`src/design/chunked_rle_memory_decoder_top_macros.svh`:
```
// Assertion macros for the chunked run-length memory decoder.
// Included by the top level; no other dependencies.
`ifndef CHUNKED_RLE_MEMORY_DECODER_TOP_MACROS_SVH
`define CHUNKED_RLE_MEMORY_DECODER_TOP_MACROS_SVH

`ifndef SYNTH
// Check a property at every rising clock edge outside reset.
`define CRLD_ASSERT(lbl, clk, rst_n, prop) \
    lbl: assert property (@(posedge clk) disable iff (!rst_n) (prop)) \
        else $error("crld assertion failed");
// Check that cond implies expr in the same cycle.
`define CRLD_ASSERT_IMP(lbl, clk, rst_n, cond, expr) \
    lbl: assert property (@(posedge clk) disable iff (!rst_n) (cond) |-> (expr)) \
        else $error("crld implication failed");
`else
`define CRLD_ASSERT(lbl, clk, rst_n, prop)
`define CRLD_ASSERT_IMP(lbl, clk, rst_n, cond, expr)
`endif

`endif

```
`src/design/crld_pkg.sv`:
```
// Shared types, phase codes and constants of the chunked RLE memory decoder.
// No dependencies.
package crld_pkg;

    localparam int PHASE_W = 3;

    localparam logic [PHASE_W-1:0] PH_NAME      = 3'd0;
    localparam logic [PHASE_W-1:0] PH_SIZE      = 3'd1;
    localparam logic [PHASE_W-1:0] PH_LIT       = 3'd2;
    localparam logic [PHASE_W-1:0] PH_ESC_COUNT = 3'd3;
    localparam logic [PHASE_W-1:0] PH_ESC_VALUE = 3'd4;
    localparam logic [PHASE_W-1:0] PH_SKIP      = 3'd5;
    localparam logic [PHASE_W-1:0] PH_ERROR     = 3'd6;

    localparam logic [7:0]  ESC_BYTE     = 8'hE5;
    localparam logic [31:0] RAW_MEM_SIZE = 32'h0001_0000;

    typedef struct packed {
        logic [15:0] write_address;
        logic [7:0]  write_value;
        logic [7:0]  run_length;
        logic        stream_done;
        logic        format_error;
    } crld_result_t;

    // Expected byte of the chunk name "MEM0".
    function automatic logic [7:0] mem_name_byte(input logic [1:0] idx);
        logic [7:0] ch;
        unique case (idx)
            2'd0:    ch = 8'h4D;  // 'M'
            2'd1:    ch = 8'h45;  // 'E'
            2'd2:    ch = 8'h4D;  // 'M'
            default: ch = 8'h30;  // '0'
        endcase
        return ch;
    endfunction

endpackage

```
`src/design/crld_in_stage.sv`:
```
// Input register of the decoder: holds one word between the link and the core.
// Depends on crld_pkg (none of its contents needed beyond the import convention).
module crld_in_stage
    import crld_pkg::*;
(
    input  logic       clk,
    input  logic       rst_n,
    input  logic       in_valid,
    output logic       in_stall,
    input  logic [7:0] data_byte,
    input  logic       last_byte,
    input  logic       advance,
    output logic       item_valid,
    output logic [7:0] item_data,
    output logic       item_last
);

    logic       valid_reg;
    logic       valid_next;
    logic [7:0] data_reg;
    logic       last_reg;
    logic       take;

    assign in_stall = valid_reg && !advance;
    assign take     = in_valid && !in_stall;

    always_comb
    begin
        valid_next = valid_reg;
        if (take)
        begin
            valid_next = 1'b1;
        end
        else if (advance)
        begin
            valid_next = 1'b0;
        end
    end

    always_ff @(posedge clk or negedge rst_n)
    begin
        if (!rst_n)
        begin
            valid_reg <= 1'b0;
        end
        else
        begin
            valid_reg <= valid_next;
        end
    end

    always_ff @(posedge clk)
    begin
        if (take)
        begin
            data_reg <= data_byte;
            last_reg <= last_byte;
        end
    end

    assign item_valid = valid_reg;
    assign item_data  = data_reg;
    assign item_last  = last_reg;

endmodule

```
`src/design/crld_core.sv`:
```
// Chunk walker and run-length decoder: state registers and one-word update logic.
// Depends on crld_pkg for phase codes, constants and the result type.
module crld_core
    import crld_pkg::*;
(
    input  logic         clk,
    input  logic         rst_n,
    input  logic         fire,
    input  logic [7:0]   item_data,
    input  logic         item_last,
    output logic         res_valid,
    output crld_result_t res
);

    logic [PHASE_W-1:0] phase_reg, phase_next;
    logic [1:0]         idx_reg, idx_next;
    logic               match_reg, match_next;
    logic [31:0]        len_reg, len_next;
    logic [15:0]        addr_reg, addr_next;
    logic [7:0]         pend_reg, pend_next;

    logic [31:0] size_acc;
    logic [31:0] len_dec;
    logic        run;
    logic        err;
    logic        was_error;
    logic [7:0]  r_val;
    logic [7:0]  r_len;
    logic [15:0] addr_step;

    // Size field arrives little-endian; upper bytes are still zero here.
    assign size_acc  = len_reg | ({24'd0, item_data} << {idx_reg, 3'b000});
    assign len_dec   = len_reg - 32'd1;
    assign was_error = (phase_reg == PH_ERROR);

    always_comb
    begin
        phase_next = phase_reg;
        idx_next   = idx_reg;
        match_next = match_reg;
        len_next   = len_reg;
        addr_next  = addr_reg;
        pend_next  = pend_reg;
        run        = 1'b0;
        err        = 1'b0;
        r_val      = 8'd0;
        r_len      = 8'd0;

        unique case (phase_reg) inside
            PH_SIZE:
            begin
                len_next = size_acc;
                idx_next = idx_reg + 2'd1;
                if (idx_reg == 2'd3)
                begin
                    if (match_reg && size_acc == RAW_MEM_SIZE)
                    begin
                        phase_next = PH_ERROR;
                        err        = 1'b1;
                    end
                    else if (size_acc == 32'd0)
                    begin
                        phase_next = PH_NAME;
                    end
                    else if (match_reg)
                    begin
                        addr_next  = 16'd0;
                        phase_next = PH_LIT;
                    end
                    else
                    begin
                        phase_next = PH_SKIP;
                    end
                    match_next = 1'b1;
                end
            end
            PH_LIT, PH_ESC_COUNT, PH_ESC_VALUE:
            begin
                if (phase_reg == PH_LIT)
                begin
                    if (item_data == ESC_BYTE)
                    begin
                        phase_next = PH_ESC_COUNT;
                    end
                    else
                    begin
                        run   = 1'b1;
                        r_val = item_data;
                        r_len = 8'd1;
                    end
                end
                else if (phase_reg == PH_ESC_COUNT)
                begin
                    if (item_data == 8'd0)
                    begin
                        run        = 1'b1;
                        r_val      = ESC_BYTE;
                        r_len      = 8'd1;
                        phase_next = PH_LIT;
                    end
                    else
                    begin
                        pend_next  = item_data;
                        phase_next = PH_ESC_VALUE;
                    end
                end
                else
                begin
                    run        = 1'b1;
                    r_val      = item_data;
                    r_len      = pend_reg;
                    phase_next = PH_LIT;
                end
                if (run)
                begin
                    addr_next = addr_reg + {8'd0, r_len};
                end
                len_next = len_dec;
                // Drop any escape cut off by the body end.
                if (len_dec == 32'd0)
                begin
                    phase_next = PH_NAME;
                    idx_next   = 2'd0;
                end
            end
            PH_SKIP:
            begin
                len_next = len_dec;
                if (len_dec == 32'd0)
                begin
                    phase_next = PH_NAME;
                    idx_next   = 2'd0;
                end
            end
            PH_ERROR:
            begin
                // Swallow everything up to the last word.
            end
            default:
            begin
                // Name phase, and the unused code.
                if (item_data != mem_name_byte(idx_reg))
                begin
                    match_next = 1'b0;
                end
                idx_next = idx_reg + 2'd1;
                if (idx_reg == 2'd3)
                begin
                    phase_next = PH_SIZE;
                    len_next   = 32'd0;
                end
            end
        endcase

        addr_step = addr_next;

        if (item_last)
        begin
            phase_next = PH_NAME;
            idx_next   = 2'd0;
            match_next = 1'b1;
            len_next   = 32'd0;
            addr_next  = 16'd0;
            pend_next  = 8'd0;
        end
    end

    assign res_valid = err || run || (item_last && !was_error);

    always_comb
    begin
        // Status-only results report the address after this word.
        res.write_address = run ? addr_reg : addr_step;
        res.write_value   = r_val;
        res.run_length    = r_len;
        res.stream_done   = item_last && !was_error && !err;
        res.format_error  = err;
    end

    always_ff @(posedge clk or negedge rst_n)
    begin
        if (!rst_n)
        begin
            phase_reg <= PH_NAME;
            idx_reg   <= 2'd0;
            match_reg <= 1'b1;
            len_reg   <= 32'd0;
            addr_reg  <= 16'd0;
            pend_reg  <= 8'd0;
        end
        else if (fire)
        begin
            phase_reg <= phase_next;
            idx_reg   <= idx_next;
            match_reg <= match_next;
            len_reg   <= len_next;
            addr_reg  <= addr_next;
            pend_reg  <= pend_next;
        end
    end

endmodule

```
`src/design/crld_out_stage.sv`:
```
// Result register of the decoder: holds one result word until the sink takes it.
// Depends on crld_pkg for the result type.
module crld_out_stage
    import crld_pkg::*;
(
    input  logic         clk,
    input  logic         rst_n,
    input  logic         load,
    input  crld_result_t res,
    output logic         ready,
    output logic         out_valid,
    input  logic         out_stall,
    output logic [15:0]  write_address,
    output logic [7:0]   write_value,
    output logic [7:0]   run_length,
    output logic         stream_done,
    output logic         format_error
);

    logic         valid_reg;
    logic         valid_next;
    crld_result_t res_reg;

    // Free when empty or when the held word leaves this cycle.
    assign ready = !valid_reg || !out_stall;

    always_comb
    begin
        valid_next = valid_reg;
        if (load)
        begin
            valid_next = 1'b1;
        end
        else if (!out_stall)
        begin
            valid_next = 1'b0;
        end
    end

    always_ff @(posedge clk or negedge rst_n)
    begin
        if (!rst_n)
        begin
            valid_reg <= 1'b0;
        end
        else
        begin
            valid_reg <= valid_next;
        end
    end

    always_ff @(posedge clk)
    begin
        if (load)
        begin
            res_reg <= res;
        end
    end

    assign out_valid     = valid_reg;
    assign write_address = res_reg.write_address;
    assign write_value   = res_reg.write_value;
    assign run_length    = res_reg.run_length;
    assign stream_done   = res_reg.stream_done;
    assign format_error  = res_reg.format_error;

endmodule

```
`src/design/chunked_rle_memory_decoder_top.sv`:
```
// Top level of the chunked run-length memory decoder.
// Depends on crld_pkg, crld_in_stage, crld_core, crld_out_stage and the macros header.
//
//   channel | handshake            | payload
//   --------+----------------------+--------------------------------------------
//   input   | in_valid / in_stall  | data_byte, last_byte
//   output  | out_valid / out_stall| write_address, write_value, run_length,
//           |                      | stream_done, format_error
//
// One word per cycle while the output does not stall; each word is held in the
// input register, and the chunk/RLE update loads any result into the result register.
// The result register takes the next result in the cycle it is drained, so a
// stalled output holds the input register and then stalls the input.
// Reset is asynchronous; afterward the block waits for a chunk name.
`include "chunked_rle_memory_decoder_top_macros.svh"

module chunked_rle_memory_decoder_top
    import crld_pkg::*;
(
    input  logic        clk,
    input  logic        rst_n,
    input  logic        in_valid,
    output logic        in_stall,
    input  logic [7:0]  data_byte,
    input  logic        last_byte,
    output logic        out_valid,
    input  logic        out_stall,
    output logic [15:0] write_address,
    output logic [7:0]  write_value,
    output logic [7:0]  run_length,
    output logic        stream_done,
    output logic        format_error
);

    logic         item_valid;
    logic [7:0]   item_data;
    logic         item_last;
    logic         out_ready;
    logic         fire;
    logic         res_valid;
    crld_result_t res;

    assign fire = item_valid && out_ready;

    crld_in_stage u_in_stage (
        .clk        (clk),
        .rst_n      (rst_n),
        .in_valid   (in_valid),
        .in_stall   (in_stall),
        .data_byte  (data_byte),
        .last_byte  (last_byte),
        .advance    (out_ready),
        .item_valid (item_valid),
        .item_data  (item_data),
        .item_last  (item_last)
    );

    crld_core u_core (
        .clk       (clk),
        .rst_n     (rst_n),
        .fire      (fire),
        .item_data (item_data),
        .item_last (item_last),
        .res_valid (res_valid),
        .res       (res)
    );

    crld_out_stage u_out_stage (
        .clk           (clk),
        .rst_n         (rst_n),
        .load          (fire && res_valid),
        .res           (res),
        .ready         (out_ready),
        .out_valid     (out_valid),
        .out_stall     (out_stall),
        .write_address (write_address),
        .write_value   (write_value),
        .run_length    (run_length),
        .stream_done   (stream_done),
        .format_error  (format_error)
    );

    `CRLD_ASSERT(a_done_xor_err, clk, rst_n, !(out_valid && stream_done && format_error))
    `CRLD_ASSERT_IMP(a_status_flagged, clk, rst_n, out_valid && run_length == 8'd0,
        stream_done || format_error)
    `CRLD_ASSERT_IMP(a_hold_on_full, clk, rst_n, out_valid && out_stall && item_valid,
        in_stall && !fire)

endmodule
```
`config.mk`:
```
export PLATFORM = sky130hd
export DESIGN_NAME = chunked_rle_memory_decoder_top
export DESIGN_NICKNAME = d
export VERILOG_FILES = /design/src/design/crld_pkg.sv /design/src/design/crld_in_stage.sv /design/src/design/crld_core.sv /design/src/design/crld_out_stage.sv /design/src/design/chunked_rle_memory_decoder_top.sv
export VERILOG_INCLUDE_DIRS = /design/src /design/src/design
export SDC_FILE = /design/constraint.sdc
export NUM_CORES = 1
export LEC_CHECK = 0
export BUFFER_PORTS_ARGS = -buffer_cell sky130_fd_sc_hd__buf_2
export CAP_MARGIN = 30
export CORE_MARGIN = 1.5
export CORE_UTILIZATION = 65
export CTS_CLUSTER_DIAMETER = 150
export DETAILED_ROUTE_END_ITERATION = 12
export PLACE_DENSITY = 0.85
export RECOVER_POWER = 25
export SYNTH_ARGS = -nofsm -noshare
export SYNTH_HDL_FRONTEND = slang
export SYNTH_SLANG_ARGS = --single-unit
```
`constraint.sdc`:
```
create_clock -name clk -period 8.35 [get_ports clk]
set_input_delay 0.4175 -clock clk [delete_from_list [all_inputs] [get_ports clk]]
set_output_delay 0.4175 -clock clk [all_outputs]
set_load 0.01 [all_outputs]
```
==> results.sh, run 1 <==
export IMPL_status="finished, violations left"
export IMPL_violations="capacitance limit, slew limit"
export IMPL_remaining_drc_errors=0
export IMPL_yosysWarnings=0
export IMPL_worstSetupStartpoint="u_in_stage.item_data[1]$_DFFE_PP_"
export IMPL_path_cells="nor4b_1 -> a31oi_1 -> nor3b_1 -> nor2_1 -> ha_1 -> fa_1 -> a21o_1 -> a21oi_1 -> nor2b_1 -> o21ai_0 -> a2111oi_2 -> a21oi_1 -> nor2_1 -> buf_4 -> nor2b_1"
export IMPL_cts_max_level=3
export IMPL_fin_skew_ns=0.0194
export IMPL_critPathTopFamily="simple AND/OR/NAND/NOR gates"
export IMPL_avgViaCountPerCell=7.01
export IMPL_slew_headroom_pct=-145
export IMPL_r2r_start="u_in_stage.item_data[1]$_DFFE_PP_"
export IMPL_yosys_top_cells_count="76 x nor2_1, 73 x o21ai_0, 67 x a21oi_1"
export IMPL_post_cts_buffers=0
export IMPL_final_nets=806
export IMPL_peakVddDrop_uv=278
export IMPL_diodes=0
export IMPL_syn_cell_area_um2=6770
export IMPL_gr_total_overflow=0
export IMPL_via_count=6449
export IMPL_grt_usage_pct=36.1
export IMPL_finalPower_mw=3.07
export IMPL_tns_ns=0
export IMPL_worstHoldPathType="in2reg"
export IMPL_clockBufferDepth=2
export IMPL_synth_top_flop_cell="dfrtp_1"
export IMPL_grt_antenna_before_repair=0
export IMPL_cts_buffers=9
export IMPL_clock_latency_ns=0.40
export IMPL_synth_largest_area_cell="dfrtp_1"
export IMPL_report_final_setup_viol=0
export IMPL_routed_wirelength_mm=19.8
export IMPL_grt_pass1_vias=6005
export IMPL_area_delta_synth_final_pct=7.15
export IMPL_crit_slowest_cell="nor3b_1"
export IMPL_tightest_slew_ns=3.68
export IMPL_required_ns=8.60
export IMPL_place_gp_congestion=1.00
export IMPL_tritoncts="done"
export IMPL_timing_final_crit_share_pct=55.4
export IMPL_synthCells=768
export IMPL_fill_cells=789
export IMPL_synth_edf_count=43
export IMPL_postSynthAreaPerCell_um2=8.82
export IMPL_final_antenna_net_count=0
export IMPL_design_area_um2=7260
export IMPL_worst_setup_path_type="reg2reg"
export IMPL_slew_viol_final=65
export IMPL_ys_seq_area_share_pct=42.7
export IMPL_grt_max_degree=65
export IMPL_rsz0062_at_grt="false"
export IMPL_instances_no_fill=920
export IMPL_dp_cells=901
export IMPL_die_area_um2=11000
export IMPL_ctsResizeCount=0
export IMPL_p_leak_nw=3.00
export IMPL_worstPathBufferInverterCount=1
export IMPL_start_util_pct=66.2
export IMPL_rows=37
export IMPL_hpwl_mm=13.2
export IMPL_synth_top_cell_area_share_pct=23.3
export IMPL_hold_violations=0
export IMPL_io_buffers=48
export IMPL_timing_fmax_mhz=216
export IMPL_layout_drive_gt1_share_pct=13.1
export IMPL_hold_ws_ns=0.194
export IMPL_cp_arrival_ns=4.88
export IMPL_synth_most_common_cell="nor2_1"
export IMPL_yosys_top_cells_area="dfrtp_1 23%, edfxtp_1 19%, o21ai_0 5.4%"
export IMPL_clk_pin_slew_ns=0.12
export IMPL_cts_root_buffer="clkbuf_8"
export IMPL_period_needed_ns=4.63
export IMPL_clock_sinks=107
export IMPL_wl_per_cell_um=21.5
export IMPL_crit_path_end_kind="flip-flop"
export IMPL_cap_violations=1
export IMPL_critPathMaxStageDelay_ns=0.68
export IMPL_p_per_area_nw_per_um2=423
export IMPL_place_area_um2=7010
export IMPL_ys_async_sr_fraction_pct=59.8
export IMPL_die_x_um=105
export IMPL_synth_cell_types=75
export IMPL_dr_pass1_iters=5
export IMPL_synth_nets=795
export IMPL_coreArea_um2=10200
export IMPL_largest_reg_flops=32
export IMPL_fp_dieH_um=105
export IMPL_drt_iter0_markers=696
export IMPL_grt_pass1_wl_mm=31.5
export IMPL_min_delay_start="data_byte[1]"
export IMPL_cp_max_fo=14
export IMPL_ios=49
export IMPL_start_kind="flip-flop"
export IMPL_ctsHoldBuffers=0
export IMPL_ys_seq_elements=107
-- cells in the final DEF, fill, tap and decap left out, types with 4 or more instances in the layout --
master / count
nor2_1: 75
o21ai_0: 73
a21oi_1: 67
dfrtp_1: 63
nand2_1: 57
buf_2: 48
edfxtp_1: 43
nor2b_1: 25
nor3_1: 22
a31oi_1: 22
a22o_1: 20
inv_1: 16
nand3_1: 15
and3_1: 14
and2_1: 13
nor4_1: 13
ha_1: 13
or3_1: 11
o22ai_1: 10
buf_4: 10
nand4_1: 9
clkbuf_8: 9
xnor2_1: 8
nand2b_1: 7
a22oi_1: 6
or4_1: 5
a21o_1: 4
or2_2: 4
a211oi_1: 4
nor4_2: 4
o41ai_1: 4
xor2_1: 4
o31ai_1: 4
a32oi_1: 4
o21ai_1: 4
-- final cells by class --
class / count / area [um2] / area share [%]
Clock inverter: 7 / 83.8 / 1.16
Sequential cell: 107 / 2890 / 39.9
Tap cell: 136 / 170 / 2.34
Clock buffer: 9 / 124 / 1.71
Timing Repair Buffer: 60 / 347 / 4.78
Multi-Input combinational cell: 585 / 3580 / 49.3
Inverter: 16 / 60.1 / 0.828
-- worst register-to-register path, cell delays in order, from the launching register on --
cell and delay (ns):
edfxtp_1 0.63, nor4b_1 0.49, a31oi_1 0.17, nor3b_1 0.68
nor2_1 0.12, ha_1 0.26, fa_1 0.45, a21o_1 0.19
a21oi_1 0.23, nor2b_1 0.09, o21ai_0 0.32, a2111oi_2 0.19
a21oi_1 0.23, nor2_1 0.09, buf_4 0.20, nor2b_1 0.15
-- through the flow --
step           utilization, %  setup slack [ns]
3_3_place_gp             68.5              4.09
2_1_floorplan               -              3.92
6_report                 70.9              3.72
3_5_place_dp             68.5              3.68
4_1_cts                  70.6              3.63
5_1_grt                  70.9              3.27
-- worst paths after layout --
path | end | slack [ns] | depth (start not counted)
max | u_out_stage.write_address[2]$_DFFE_PP_ | 3.72 | 15
min | u_in_stage.item_data[1]$_DFFE_PP_ | 0.19 | 1
max reg2reg | u_out_stage.write_address[2]$_DFFE_PP_ | 3.72 | 15
min reg2reg | u_core.pend_reg[0]$_DFFE_PN0P_ | 0.53 | 1
max in group asynchronous | u_core.addr_reg[1]$_DFFE_PN0P_ | 4.91 | 2
min in group asynchronous | u_core.len_reg[29]$_DFFE_PN0P_ | 1.37 | 2
-- kinds of logic (layout without fill, tap and decap cells) --
| logic type | count (synthesis) | count (layout) | share of synthesized area [%] |
|---|---|---|---|
| simple gates | 297 | 297 | 23.6 |
| compound gates | 260 | 260 | 24.4 |
| flops | 107 | 107 | 42.7 |
| buf+inv | 76 | 92 | 4.69 |
| fa+ha+maj | 14 | 14 | 2.70 |
| xor+xnor | 12 | 12 | 1.55 |
| mux | 2 | 2 | 0.314 |
-- where the power goes --
group	leakage [nW]	internal (mW)	switching, mW
clock network	0.107	0.144	0.194
logic	1.61	0.624	1.13
registers	1.28	0.729	0.247
-- routing by layer --
metal,up-vias,share of wire (%),global-route usage [%]
met3,64,11,6.18
met4,0,3.7,18.0
met1,3047,38,47.7
met2,456,47,57.5
met5,-,0,0
li1,2882,-,-
(Power assumes the default switching activity.)
==> inputs of run 2 (changes only) <==
--- a/config.mk
+++ b/config.mk
@@ -9,10 +9,10 @@
 export BUFFER_PORTS_ARGS = -buffer_cell sky130_fd_sc_hd__buf_2
 export CAP_MARGIN = 30
 export CORE_MARGIN = 1.5
-export CORE_UTILIZATION = 65
+export CORE_UTILIZATION = 61
 export CTS_CLUSTER_DIAMETER = 150
 export DETAILED_ROUTE_END_ITERATION = 12
-export PLACE_DENSITY = 0.85
+export PLACE_DENSITY = 0.81
 export RECOVER_POWER = 25
 export SYNTH_ARGS = -nofsm -noshare
 export SYNTH_HDL_FRONTEND = slang
==> constraint.sdc (replaced) <==
create_clock -name clk -period 4.29 [get_ports clk]
set_input_delay 0.2145 -clock clk [delete_from_list [all_inputs] [get_ports clk]]
set_output_delay 0.2145 -clock clk [all_outputs]
set_load 0.01 [all_outputs]
==> results.sh, run 2 (synthesized netlist as in run 1, its figures left out) <==
export IMPL_worstHoldPathType="in2reg"
export IMPL_cts_root_buffer="clkbuf_8"
export IMPL_avgViaCountPerCell=6.89
export IMPL_timing_fmax_mhz=244
export IMPL_start_kind="flip-flop"
export IMPL_rows=38
export IMPL_area_delta_synth_final_pct=10.0
export IMPL_via_count=6558
export IMPL_grt_max_degree=65
export IMPL_largest_reg_flops=32
export IMPL_wl_per_cell_um=20.9
export IMPL_start_util_pct=62.5
export IMPL_layout_commonest_cell="nor2_1"
export IMPL_place_gp_congestion=0.941
export IMPL_hold_violations=0
export IMPL_cts_max_level=3
export IMPL_coreArea_um2=10800
export IMPL_fill_cells=858
export IMPL_r2r_end="u_out_stage.write_address[0]$_DFFE_PP_"
export IMPL_io_buffers=48
export IMPL_period_needed_ns=4.10
export IMPL_remaining_drc_errors=0
export IMPL_post_cts_buffers=0
export IMPL_tightest_slew_ns=3.74
export IMPL_ios=49
export IMPL_dr_pass1_iters=6
export IMPL_rsz0062_at_grt="false"
export IMPL_fin_skew_ns=0.0101
export IMPL_min_delay_start="in_valid"
export IMPL_dp_slack_ns=-0.00551
export IMPL_clk_pin_slew_ns=0.11
export IMPL_final_cell_mix="75 x nor2_1, 73 x o21ai_0, 67 x a21oi_1, 63 x dfrtp_1, 57 x nand2_1"
export IMPL_clockBufferDepth=2
export IMPL_regToRegSetupSlack_ns=0.19
export IMPL_routed_wirelength_mm=19.9
export IMPL_violations="capacitance limit, slew limit"
export IMPL_clock_sinks=107
export IMPL_r2r_start="u_in_stage.item_data[3]$_DFFE_PP_"
export IMPL_min_to="u_in_stage.item_valid$_DFFE_PN0P_"
export IMPL_cp_max_fo=15
export IMPL_timing_final_crit_share_pct=95.7
export IMPL_layout_drive_gt1_share_pct=14.9
export IMPL_holdPathStages=2
export IMPL_report_final_setup_viol=0
export IMPL_worst_setup_path_type="reg2reg"
export IMPL_cts_buffers=9
export IMPL_status="finished, violations left"
export IMPL_reg2regPathDepth=14
export IMPL_fp_dieH_um=108
export IMPL_hpwl_mm=13.6
export IMPL_required_ns=4.53
export IMPL_final_nets=834
export IMPL_grt_pass1_wl_mm=31.6
export IMPL_p_leak_nw=3.11
export IMPL_die_area_um2=11700
export IMPL_cap_violations=1
export IMPL_final_antenna_net_count=0
export IMPL_fin_ws_ns=0.185
export IMPL_drt_iter0_markers=843
export IMPL_peakVddDrop_uv=500
export IMPL_slew_headroom_pct=-149
export IMPL_slew_viol_final=65
export IMPL_die_x_um=108
export IMPL_grt_antenna_before_repair=0
export IMPL_diodes=0
export IMPL_cp_arrival_ns=4.34
export IMPL_tritoncts="done"
export IMPL_p_per_area_nw_per_um2=796
export IMPL_clock_latency_ns=0.39
export IMPL_crit_path_end_kind="flip-flop"
export IMPL_grt_pass1_vias=6101
export IMPL_grt_usage_pct=35.3
export IMPL_finalPower_mw=5.93
export IMPL_gr_total_overflow=0
[run 2: cell types whose count changed in the layout (fill, tap and decap cells not counted), sizes merged]
cell         delta
inv             +1
clkinv          -1
bufinv          -1
buf            +19
dlygate4sd3     +9
clkbuf          +1
[run 2: repair_timing]
action | in CTS | in global routing
hold endpoints to repair | 8 | 1
hold buffers | 8 | 1
setup endpoints to repair | 5 | 15
gates resized for setup | 1 | 1
gates cloned | 0 | 0
[run 2: where the power goes]
part,internal [mW],leakage [nW],switching [mW]
registers,1.42,1.28,0.433
clock network,0.232,0.0951,0.370
logic,1.27,1.73,2.21
total,2.92,3.11,3.01
[run 2: final cells by class]
cell class / instances / area, um2 / share of cell area (%)
Multi-Input combinational cell: 585 / 3580 / 48.1
Clock buffer: 10 / 138 / 1.85
Sequential cell: 107 / 2890 / 38.8
Inverter: 16 / 60.1 / 0.806
Timing Repair Buffer: 88 / 559 / 7.50
Tap cell: 140 / 175 / 2.35
Clock inverter: 6 / 43.8 / 0.588
[run 2: stage by stage]
stage | hold WS (ns) | setup TNS (ns) | utilization, % | std cells | instance area, um2
2_1_floorplan | -0.0811 | 0 | - | 768 | 6780
3_3_place_gp | 0.393 | 0 | 66.1 | 926 | 7170
3_5_place_dp | 0.393 | -0.00689 | 66.2 | 927 | 7180
4_1_cts | 0.00162 | 0 | 68.7 | 951 | 7440
5_1_grt | 0.0330 | 0 | 68.8 | 952 | 7450
6_report | 0.0357 | 0 | 68.8 | 952 | 7450
[run 2: metal layers]
metal | up-vias | part of all wire [%] | track usage, % | wire length, um
met3 | 59 | 10 | 5.06 | 2040
met2 | 424 | 45 | 53.3 | 8910
met4 | 0 | 2.9 | 15.9 | 578
li1 | 2945 | - | - | -
met1 | 3130 | 42 | 50.5 | 8350
met5 | - | 0 | 0 | 0
[run 2: worst max path at each step]
stage | start | to | depth (start not counted)
floorplan | u_in_stage.item_data[3]$_DFFE_PP_ | u_core.addr_reg[12]$_DFFE_PN0P_ | 15
global placement | u_in_stage.item_data[3]$_DFFE_PP_ | u_out_stage.write_address[11]$_DFFE_PP_ | 14
detailed placement | u_in_stage.item_data[3]$_DFFE_PP_ | u_out_stage.write_address[7]$_DFFE_PP_ | 14
CTS | u_in_stage.item_data[3]$_DFFE_PP_ | u_out_stage.write_address[7]$_DFFE_PP_ | 14
global route | u_in_stage.item_data[3]$_DFFE_PP_ | u_out_stage.write_address[7]$_DFFE_PP_ | 14
finish | u_in_stage.item_data[3]$_DFFE_PP_ | u_out_stage.write_address[0]$_DFFE_PP_ | 14
[run 2: critical path, cell delays in order (launching register included)]
cell,delay [ns]
edfxtp_1,0.45
nor4b_1,0.47
a31oi_1,0.16
nor3b_1,0.40
nor2_1,0.12
ha_1,0.25
fa_1,0.44
a21o_1,0.17
a21oi_1,0.23
nor2b_1,0.07
o21ai_0,0.33
a2111oi_2,0.19
a21oi_1,0.34
nor2_4,0.15
nor2b_1,0.17
==> inputs of run 3 (changes only) <==
--- a/config.mk
+++ b/config.mk
@@ -6,12 +6,12 @@
 export SDC_FILE = /design/constraint.sdc
 export NUM_CORES = 1
 export LEC_CHECK = 0
-export BUFFER_PORTS_ARGS = -buffer_cell sky130_fd_sc_hd__buf_2
 export CAP_MARGIN = 30
 export CORE_MARGIN = 1.5
-export CORE_UTILIZATION = 61
+export CORE_UTILIZATION = 65
 export CTS_CLUSTER_DIAMETER = 150
 export DETAILED_ROUTE_END_ITERATION = 12
+export DONT_BUFFER_PORTS = 1
 export PLACE_DENSITY = 0.81
 export RECOVER_POWER = 25
 export SYNTH_ARGS = -nofsm -noshare
==> results.sh, run 3 (synthesized netlist as in run 1, its figures left out) <==
export IMPL_io_buffers=0
export IMPL_grt_antenna_before_repair=1
export IMPL_place_gp_congestion=0.934
export IMPL_period_needed_ns=3.90
export IMPL_tns_ns=0
export IMPL_p_per_area_nw_per_um2=802
export IMPL_gr_total_overflow=0
export IMPL_fin_skew_ns=0.0146
export IMPL_start_util_pct=66.2
export IMPL_remaining_drc_errors=0
export IMPL_cap_violations=1
export IMPL_layout_drive_gt1_share_pct=8.92
export IMPL_rows=37
export IMPL_grt_pass1_vias=6014
export IMPL_cts_max_level=3
export IMPL_final_antenna_net_count=0
export IMPL_cp_max_fo=5
export IMPL_coreArea_um2=10200
export IMPL_report_final_setup_viol=0
export IMPL_layout_commonest_cell="nor2_1"
export IMPL_via_count=6353
export IMPL_clk_pin_slew_ns=0.11
export IMPL_p_leak_nw=2.90
export IMPL_status="finished, violations left"
export IMPL_clock_sinks=107
export IMPL_grt_usage_pct=35.6
export IMPL_hpwl_mm=12.5
export IMPL_worstHoldPathType="in2reg"
export IMPL_cp_arrival_ns=4.19
export IMPL_final_nets=784
export IMPL_start_kind="flip-flop"
export IMPL_fill_cells=759
export IMPL_routed_wirelength_mm=19.2
export IMPL_crit_path_end_kind="flip-flop"
export IMPL_peakVddDrop_uv=479
export IMPL_cts_root_buffer="clkbuf_8"
export IMPL_clockBufferDepth=2
export IMPL_rsz0062_at_grt="false"
export IMPL_wl_per_cell_um=21.4
export IMPL_violations="capacitance limit, slew limit"
export IMPL_fp_dieH_um=105
export IMPL_ios=49
export IMPL_grt_pass1_wl_mm=30.8
export IMPL_largest_reg_flops=32
export IMPL_grt_max_degree=65
export IMPL_timing_final_crit_share_pct=90.9
export IMPL_clock_latency_ns=0.40
export IMPL_post_cts_buffers=0
export IMPL_slew_viol_final=65
export IMPL_die_area_um2=11000
export IMPL_avgViaCountPerCell=7.07
export IMPL_tightest_slew_ns=3.13
export IMPL_cts_buffers=9
export IMPL_worst_setup_path_type="reg2reg"
export IMPL_hold_violations=0
export IMPL_die_x_um=105
export IMPL_slew_headroom_pct=-109
export IMPL_tritoncts="done"
export IMPL_finalPower_mw=5.78
export IMPL_timing_fmax_mhz=256
export IMPL_area_delta_synth_final_pct=6.28
export IMPL_drt_iter0_markers=563
export IMPL_dr_pass1_iters=6
export IMPL_final_cell_mix="74 x nor2_1, 73 x o21ai_0, 67 x a21oi_1, 63 x dfrtp_1, 57 x nand2_1"
export IMPL_required_ns=4.58
-- run 3: cell types whose count changed in the layout (fill, tap and decap cells not counted), moves of 2 or more --
| cell | previous run | this run |
|---|---|---|
| buf_2 | 48 | 0 |
| buf_4 | 30 | 25 |
| dlygate4sd3_1 | 9 | 12 |
| clkbuf_1 | 1 | 3 |
| inv_6 | 3 | 1 |
-- run 3: cell type report --
type                            count  area [um2]  share of cell area (%)
Antenna cell                        1        2.50                  0.0348
Multi-Input combinational cell    585        3590                    49.9
Inverter                           16        60.1                   0.834
Sequential cell                   107        2890                    40.2
Timing Repair Buffer               38         318                    4.42
Clock buffer                       12         135                    1.88
Tap cell                          136         170                    2.36
Clock inverter                      4        27.5                   0.382
-- run 3: timing repair --
| action | 4_1_cts | 5_1_grt |
|---|---|---|
| endpoints found under the setup margin | 0 | 19 |
| endpoints found under the hold margin | 75 | 0 |
| hold buffers | 13 | 0 |
| gates resized for setup | 0 | 3 |
-- run 3: metrics by stage --
stage / worst slack [ns] / std cells / hold WS, ns / area, um2 / util, %
after floorplan: 0.449 / 768 / -0.0811 / 6780 / -
after global placement: 0.448 / 869 / -0.0800 / 6890 / 67.3
after detailed placement: 0.205 / 869 / -0.0794 / 6890 / 67.3
after CTS: 0.0783 / 898 / 0.00520 / 7200 / 70.4
after global routing: 0.0496 / 899 / 0.0764 / 7200 / 70.4
final: 0.390 / 899 / 0.0444 / 7200 / 70.4
-- run 3: path summary, 6_finish.rpt --
| path | startpoint | to | slack, ns | depth (start not counted) |
|---|---|---|---|---|
| setup / recovery | u_in_stage.item_data[3]$_DFFE_PP_ | u_core.addr_reg[12]$_DFFE_PN0P_ | 0.39 | 14 |
| hold / removal | out_stall | u_in_stage.item_valid$_DFFE_PN0P_ | 0.04 | 2 |
| setup reg to reg | u_in_stage.item_data[3]$_DFFE_PP_ | u_core.addr_reg[12]$_DFFE_PN0P_ | 0.39 | 14 |
| hold reg to reg | u_core.pend_reg[0]$_DFFE_PN0P_ | u_core.pend_reg[0]$_DFFE_PN0P_ | 0.52 | 1 |
| max in group asynchronous | rst_n | u_core.len_reg[24]$_DFFE_PN0P_ | 0.89 | 2 |
| min in group asynchronous | rst_n | u_core.addr_reg[7]$_DFFE_PN0P_ | 1.65 | 2 |
-- run 3: metal layers --
metal / wire [um] / GRT usage [%] / share of wire (%)
met1: 7240 / 44.6 / 38
met2: 9270 / 57.6 / 48
met3: 1900 / 8.11 / 9.9
met4: 797 / 18.6 / 4.2
met5: 0 / 0 / 0
-- run 3: worst max-delay path, stage by stage, from the launching register on --
cell and delay, ns:
edfxtp_1 0.46, nor4b_1 0.44, a31oi_1 0.18, nor3b_2 0.32, nor2_1 0.10, ha_1 0.25, fa_1 0.44, a21o_1 0.17
a21oi_1 0.22, nor2b_1 0.07, o21ai_0 0.30, a21oi_1 0.15, nand4b_1 0.13, mux2_2 0.33, a32o_1 0.25
-- run 3: power breakdown --
group	internal (mW)	switching, mW
logic	1.19	2.13
registers	1.43	0.460
clock network	0.213	0.349
total	2.84	2.94
